## config.mk

```make
export PLATFORM = sky130hd
export DESIGN_NAME = banked_register_file
export DESIGN_NICKNAME = d
export VERILOG_FILES = /design/src/hw/rtl/brf_pkg.sv /design/src/hw/rtl/banked_register_file.sv /design/src/hw/rtl/brf_core.sv
export SDC_FILE = /design/constraint.sdc
export NUM_CORES = 2
export LEC_CHECK = 0
export ABC_CLOCK_PERIOD_IN_PS = 4700
export BUFFER_PORTS_ARGS = -buffer_cell sky130_fd_sc_hd__buf_2
export CORE_ASPECT_RATIO = 1.75
export CORE_MARGIN = 2
export CORE_UTILIZATION = 60
export CTS_CLUSTER_DIAMETER = 100
export DETAILED_ROUTE_END_ITERATION = 10
export PLACE_DENSITY_LB_ADDON = 0.3
export SLEW_MARGIN = 20
export SYNTH_ARGS = -nofsm -noshare
export SYNTH_HDL_FRONTEND = slang
export SYNTH_HIERARCHICAL = 1
export SYNTH_SLANG_ARGS = --single-unit
```

## constraint.sdc

```tcl
create_clock -name clk_i -period 4.7 [get_ports clk_i]
set_input_delay 0.235 -clock clk_i [delete_from_list [all_inputs] [get_ports clk_i]]
set_output_delay 0.235 -clock clk_i [all_outputs]
set_load 0.1 [all_outputs]
```

## src/hw/rtl/brf_pkg.sv

```systemverilog
package brf_pkg;

  localparam int unsigned XLEN     = 32;
  localparam int unsigned NUM_VIS  = 16;
  localparam int unsigned NUM_FIQ  = 7;
  localparam int unsigned NUM_PRIV = 8;

  localparam logic [3:0] PC_IDX       = 4'd15;
  localparam logic [3:0] FIQ_FIRST    = 4'd8;
  localparam logic [3:0] PRIV_FIRST   = 4'd13;

  localparam logic [4:0] MODE_USR = 5'h10;
  localparam logic [4:0] MODE_FIQ = 5'h11;
  localparam logic [4:0] MODE_IRQ = 5'h12;
  localparam logic [4:0] MODE_SVC = 5'h13;
  localparam logic [4:0] MODE_ABT = 5'h17;
  localparam logic [4:0] MODE_UND = 5'h1B;
  localparam logic [4:0] MODE_SYS = 5'h1F;

  typedef enum logic [2:0] {
    CMD_READ      = 3'd0,
    CMD_WRITE     = 3'd1,
    CMD_USER      = 3'd2,
    CMD_SET_PC    = 3'd3,
    CMD_SET_THUMB = 3'd4,
    CMD_MODE      = 3'd5
  } cmd_e;

  typedef struct packed {
    logic [2:0]      cmd;
    logic [3:0]      reg_index;
    logic [XLEN-1:0] data_value;
    logic            write_enable;
  } req_t;

  typedef struct packed {
    logic [XLEN-1:0] read_data;
    logic            thumb_state;
    logic [4:0]      mode_state;
    logic            mode_unsupported;
  } res_t;

  function automatic logic mode_known(logic [4:0] m);
    return (m == MODE_USR) || (m == MODE_FIQ) || (m == MODE_IRQ) || (m == MODE_SVC) ||
           (m == MODE_ABT) || (m == MODE_UND) || (m == MODE_SYS);
  endfunction

  // Selects the r13/r14 pair of a privileged mode; bit 2 flags a mode with a pair.
  function automatic logic [2:0] priv_bank(logic [4:0] m);
    logic [2:0] b;
    unique case (m)
      MODE_ABT: b = 3'b100;
      MODE_IRQ: b = 3'b101;
      MODE_SVC: b = 3'b110;
      MODE_UND: b = 3'b111;
      default:  b = 3'b000;
    endcase
    return b;
  endfunction

endpackage

```

## src/hw/rtl/banked_register_file.sv

```systemverilog
// Banked register file of an ARM-style core for the 32-bit modes. Each input transaction
// carries one command (read, write, user-bank access, set PC with interworking, set Thumb,
// mode switch) and yields exactly one result transaction holding the value read, the Thumb
// bit, the mode field and a flag for modes without a bank mapping. FIQ r8-r14 and the
// r13-r14 pairs of Abort, IRQ, Supervisor and Undefined are selected directly by the
// current mode, so a mode switch copies nothing. One transaction is accepted every cycle
// when the result side keeps up. An accepted command waits in the input register, executes
// once the result register can take its result, and its result is captured in the result
// register and offered on the output from there. When a result waits and the input
// register is full, the input side stalls until the result is taken. Each command executes
// as one combinational step against the flip-flop register banks.
module banked_register_file (
  input  logic        clk_i,
  input  logic        rst_ni,
  input  logic        s_axis_tvalid,
  output logic        s_axis_tready,
  // [2:0] cmd, [6:3] reg_index, [38:7] data_value, [39] write_enable
  input  logic [39:0] s_axis_tdata,
  output logic        m_axis_tvalid,
  input  logic        m_axis_tready,
  // [31:0] read_data, [32] thumb_state, [37:33] mode_state, [38] mode_unsupported,
  // [39] zero
  output logic [39:0] m_axis_tdata
);
  import brf_pkg::*;

  logic in_valid_q, in_valid_d;
  req_t in_req_q;
  logic out_valid_q, out_valid_d;
  res_t out_res_q;
  res_t res;
  logic advance;
  logic s_accept;

  // The command in the input register executes once the result register can take its
  // result, so the state always moves forward in acceptance order.
  assign advance       = in_valid_q && (!out_valid_q || m_axis_tready);
  assign s_axis_tready = !in_valid_q || advance;
  assign s_accept      = s_axis_tvalid && s_axis_tready;

  always_comb begin
    if (s_accept) begin
      in_valid_d = 1'b1;
    end else if (advance) begin
      in_valid_d = 1'b0;
    end else begin
      in_valid_d = in_valid_q;
    end
    if (advance) begin
      out_valid_d = 1'b1;
    end else if (m_axis_tready) begin
      out_valid_d = 1'b0;
    end else begin
      out_valid_d = out_valid_q;
    end
  end

  always_ff @(posedge clk_i or negedge rst_ni) begin
    if (!rst_ni) begin
      in_valid_q  <= 1'b0;
      out_valid_q <= 1'b0;
    end else begin
      in_valid_q  <= in_valid_d;
      out_valid_q <= out_valid_d;
    end
  end

  // Payload registers carry no reset; their valid bits guard them.
  always_ff @(posedge clk_i) begin
    if (s_accept) begin
      in_req_q.cmd          <= s_axis_tdata[2:0];
      in_req_q.reg_index    <= s_axis_tdata[6:3];
      in_req_q.data_value   <= s_axis_tdata[38:7];
      in_req_q.write_enable <= s_axis_tdata[39];
    end
    if (advance) begin
      out_res_q <= res;
    end
  end

  brf_core u_core (
    .clk_i  (clk_i),
    .rst_ni (rst_ni),
    .exec_i (advance),
    .req_i  (in_req_q),
    .res_o  (res)
  );

  assign m_axis_tvalid = out_valid_q;
  assign m_axis_tdata  = {1'b0, out_res_q.mode_unsupported, out_res_q.mode_state,
                          out_res_q.thumb_state, out_res_q.read_data};

endmodule

```

## src/hw/rtl/brf_core.sv

```systemverilog
module brf_core (
  input  logic          clk_i,
  input  logic          rst_ni,
  input  logic          exec_i,
  input  brf_pkg::req_t req_i,
  output brf_pkg::res_t res_o
);
  import brf_pkg::*;

  logic [XLEN-1:0] vis_q  [NUM_VIS];
  logic [XLEN-1:0] vis_d  [NUM_VIS];
  logic [XLEN-1:0] fiq_q  [NUM_FIQ];
  logic [XLEN-1:0] fiq_d  [NUM_FIQ];
  logic [XLEN-1:0] priv_q [NUM_PRIV];
  logic [XLEN-1:0] priv_d [NUM_PRIV];
  logic [4:0]      mode_q, mode_d;
  logic            thumb_q, thumb_d;

  logic [3:0]      r;
  logic [2:0]      bank;
  logic [2:0]      priv_idx;
  logic            use_fiq, use_priv;
  logic [XLEN-1:0] pc;
  logic [XLEN-1:0] pc_view;
  logic [XLEN-1:0] phys_rd;
  logic [XLEN-1:0] rd;
  logic            unsup;

  assign r        = req_i.reg_index;
  assign bank     = priv_bank(mode_q);
  assign priv_idx = {bank[1:0], r[1]};
  assign use_fiq  = (mode_q == MODE_FIQ) && (r >= FIQ_FIRST) && (r != PC_IDX);
  assign use_priv = bank[2] && (r >= PRIV_FIRST) && (r != PC_IDX);
  assign pc       = vis_q[PC_IDX];
  assign pc_view  = thumb_q ? ({pc[XLEN-1:1], 1'b0} + XLEN'(2))
                            : ({pc[XLEN-1:2], 2'b00} + XLEN'(4));

  always_comb begin
    if (use_fiq) begin
      phys_rd = fiq_q[r[2:0]];
    end else if (use_priv) begin
      phys_rd = priv_q[priv_idx];
    end else begin
      phys_rd = vis_q[r];
    end
  end

  always_comb begin
    vis_d   = vis_q;
    fiq_d   = fiq_q;
    priv_d  = priv_q;
    mode_d  = mode_q;
    thumb_d = thumb_q;
    rd      = '0;
    unsup   = 1'b0;
    unique case (req_i.cmd)
      CMD_READ: begin
        rd = (r == PC_IDX) ? pc_view : phys_rd;
      end
      CMD_WRITE: begin
        if (use_fiq) begin
          fiq_d[r[2:0]] = req_i.data_value;
        end else if (use_priv) begin
          priv_d[priv_idx] = req_i.data_value;
        end else begin
          vis_d[r] = req_i.data_value;
        end
      end
      CMD_USER: begin
        rd = (r == PC_IDX) ? pc_view : vis_q[r];
        if (req_i.write_enable) begin
          vis_d[r] = req_i.data_value;
        end
      end
      CMD_SET_PC: begin
        thumb_d = req_i.data_value[0];
        vis_d[PC_IDX] = req_i.data_value[0] ? {req_i.data_value[XLEN-1:1], 1'b0}
                                            : {req_i.data_value[XLEN-1:2], 2'b00};
      end
      CMD_SET_THUMB: begin
        thumb_d = req_i.data_value[0];
        vis_d[PC_IDX] = req_i.data_value[0] ? {pc[XLEN-1:1], 1'b0}
                                            : {pc[XLEN-1:2], 2'b00};
      end
      CMD_MODE: begin
        mode_d = req_i.data_value[4:0];
        unsup  = !mode_known(mode_q) || !mode_known(req_i.data_value[4:0]);
      end
      default: begin
      end
    endcase
  end

  always_ff @(posedge clk_i or negedge rst_ni) begin
    if (!rst_ni) begin
      for (int i = 0; i < NUM_VIS; i++) vis_q[i] <= '0;
      for (int i = 0; i < NUM_FIQ; i++) fiq_q[i] <= '0;
      for (int i = 0; i < NUM_PRIV; i++) priv_q[i] <= '0;
      mode_q  <= MODE_SVC;
      thumb_q <= 1'b0;
    end else if (exec_i) begin
      vis_q   <= vis_d;
      fiq_q   <= fiq_d;
      priv_q  <= priv_d;
      mode_q  <= mode_d;
      thumb_q <= thumb_d;
    end
  end

  assign res_o.read_data        = rd;
  assign res_o.thumb_state      = thumb_d;
  assign res_o.mode_state       = mode_d;
  assign res_o.mode_unsupported = unsup;

endmodule

```

==> results.cfg <==
[yosys]
synth_top_area_frac = 0.4984
ys_async_sr_fraction = 0.9268
seq_area_frac_synth = 0.5473
ys_ff_latch = 1079
ys_types = 96
yosysTopAreaCell = dfrtp_1
ys_warn_count = 6
syn_inst = 3471
avgSynthCellArea_um2 = 14.42
synth_area_mm2 = 0.05006
synth-edff-count = 79
synth_flop_cell = dfrtp_1
synth_area_leaders = dfrtp_1 50%, mux2_2 14%, mux2_1 8.1%
syn_nets = 3517

[route]
firstDrtPassIters = 5
via_count = 30770
drt_iter0_markers = 2754
ant_nets = 0
wl_um = 135000
via_per_inst = 6.673
wl_per_cell_um = 29.27
remaining_drc_errors = 0

[place]
gp_congestion = 0.9039
dpl.hpwl_um = 87120
numPortBuffers = 84

[die]
fp.dieW_um = 222.4
fp-row-count = 140
dieArea_mm2 = 0.08586
core-area_mm2 = 0.08303
fp.dieH_um = 386.1
io_pins = 86
initial_core_util = 0.6030

[sta]
finalCritPeriodShare = 0.8045
maxSlewHeadroom = 0.2536
whs_ps = 186.9
slew_violations = 0
rsz0062_at_grt = no
skew_ps = 31.24
finalSetupTns_ps = 0
final-setup-viol-count = 0
max_clock_freq_mhz = 264.5
tightest_slew_ps = 1120
period_minus_slack_ps = 3781
hold_viol = 0

[final_layout]
final_common_cell = dfrtp_1
nets = 3519
drive_gt1_frac = 0.3394
final_cell_mix = 997 x dfrtp_1, 637 x mux2_2, 360 x mux2_1
syn_to_final_growth_pct = 9.390

[critical_path]
endpoint_kind = flip-flop
worst-setup-path-type = flip-flop to flip-flop
startpoint_type = flip-flop
ff2ff_setup_slack_ps = 920
path_max_fanout = 18
critPathRequiredTime_ps = 5270
arrival_ps = 4360

[pwr]
power_density_mw_per_mm2 = 383.0
peakVddDrop_mv = 0.3277
p_leak_nw = 26.30

[grt]
overflow = 0
grt_use_total = 0.3193
antenna_found_initial = 2
grt_pass1_vias = 32900
grt_pass1_wl_um = 205400
grt_max_degree = 146

[cts]
cts_made_buffers = 92
worstSkewPairLatency_ps = 700
post_cts_buffers = 0
cts_root_buffer = clkbuf_16
clock_sinks = 1079
clk_pin_slew_ps = 70
clockBufferDepth = 3
htreeDepth = 3
cts_tree = done

[run]
cap_violations = 0

[min_path]
hold_path_class = primary input to async pin

[run_status]
status = finished clean
[critical path: stages, from the launching register on]
cell and delay, ps:
edfxtp_1 710, nor2b_1 650, nand2_1 170, nor3_1 670, nand3_2 610, buf_4 450
mux2_1 370
[sequential cells by signal, indices dropped and copies added, names as in the netlist]
signal,cells
m_axis_tvalid,1
u_core/mode_q,5
u_core/pc,32
in_req_q,40
u_core/priv_q,256
u_core/vis_q,480
in_valid_q,1
u_core/thumb_q,1
u_core/fiq_q,224
m_axis_tdata,39
[stage by stage]
stage / area, um2 / setup slack (ps) / power (mW) / util / cells
finish: 54760 / 918.7 / 20.98 / 0.6596 / 4611
global route: 54760 / 779.1 / 21.66 / 0.6595 / 4609
CTS: 54440 / 995.1 / 21.00 / 0.6557 / 4590
detailed placement: 51020 / 1043 / 13.39 / 0.6145 / 4381
global placement: 50980 / 1072 / 13.23 / 0.6140 / 4379
floorplan: 50060 / 758.1 / 12.41 / - / 3471
[what timing repair did]
action                    4_1_cts  5_1_grt
resized for setup               0        0
hold buffers                   44        0
hold endpoints to repair      119        0
[area by class of cell]
class | count | area (um2)
Clock inverter | 28 | 246.5
Sequential cell | 1079 | 27400
Timing Repair Buffer | 239 | 2137
Fill cell | 5713 | 28270
Inverter | 14 | 52.55
Clock buffer | 137 | 2738
Multi-Input combinational cell | 2047 | 20850
Tap cell | 1065 | 1333
Antenna cell | 2 | 5.005
[path summary, 6_finish.rpt]
kind                       cells past startpoint               start            endpoint
hold reg to reg                                1  u_core/priv_q[187]  u_core/priv_q[187]
setup / recovery                               6        in_req_q[39]   u_core/fiq_q[118]
max in group asynchronous                      3              rst_ni   u_core/vis_q[147]
hold / removal                                 2              rst_ni   u_core/vis_q[328]
min in group clk_i                             2    s_axis_tdata[37]        in_req_q[31]
setup reg to reg                               6        in_req_q[39]   u_core/fiq_q[118]
[Yosys cell counts, drive strengths merged, types with 14 or more instances]
master,number
a22oi,17
xnor2,18
nor2,110
mux2,997
edfxtp,79
a2111oi,14
o21ai,81
buf,192
nand2b,16
dfrtp,997
o211ai,18
mux2i,68
nor3,26
nor4,17
nor2b,14
a21oi,54
a211oi,21
nand3,21
clkbuf,139
nand2,138
o22ai,70
mux4,171
inv,14
[kinds of logic after synthesis]
kind of cell | Yosys count | synth area share
adders and majority gates | 2 | 0.0004998
AOI/OAI and AO/OA | 370 | 0.05041
xor gates and xnor gates | 25 | 0.004374
buffers and inverters | 345 | 0.03801
and+or+nand+nor | 413 | 0.04454
DFF | 1079 | 0.5473
muxes | 1236 | 0.3148
other | 1 | 0.00007491
[power breakdown]
group | total (mW) | switching, mW | internal [mW]
combinational | 2.75 | 1.63 | 1.12
sequential | 10.6 | 0.546 | 10.0
clock | 7.65 | 3.41 | 4.24
total | 21.0 | 5.58 | 15.4
[metal layers]
layer	up-vias	GRT usage	wire length, um
li1	12820	-	-
met1	16330	0.3819	49950
met2	1216	0.5497	68840
met3	400	0.05113	7695
met4	4	0.1889	8454
met5	-	0	17
Note: power is estimated with default switching activity, not from simulation.
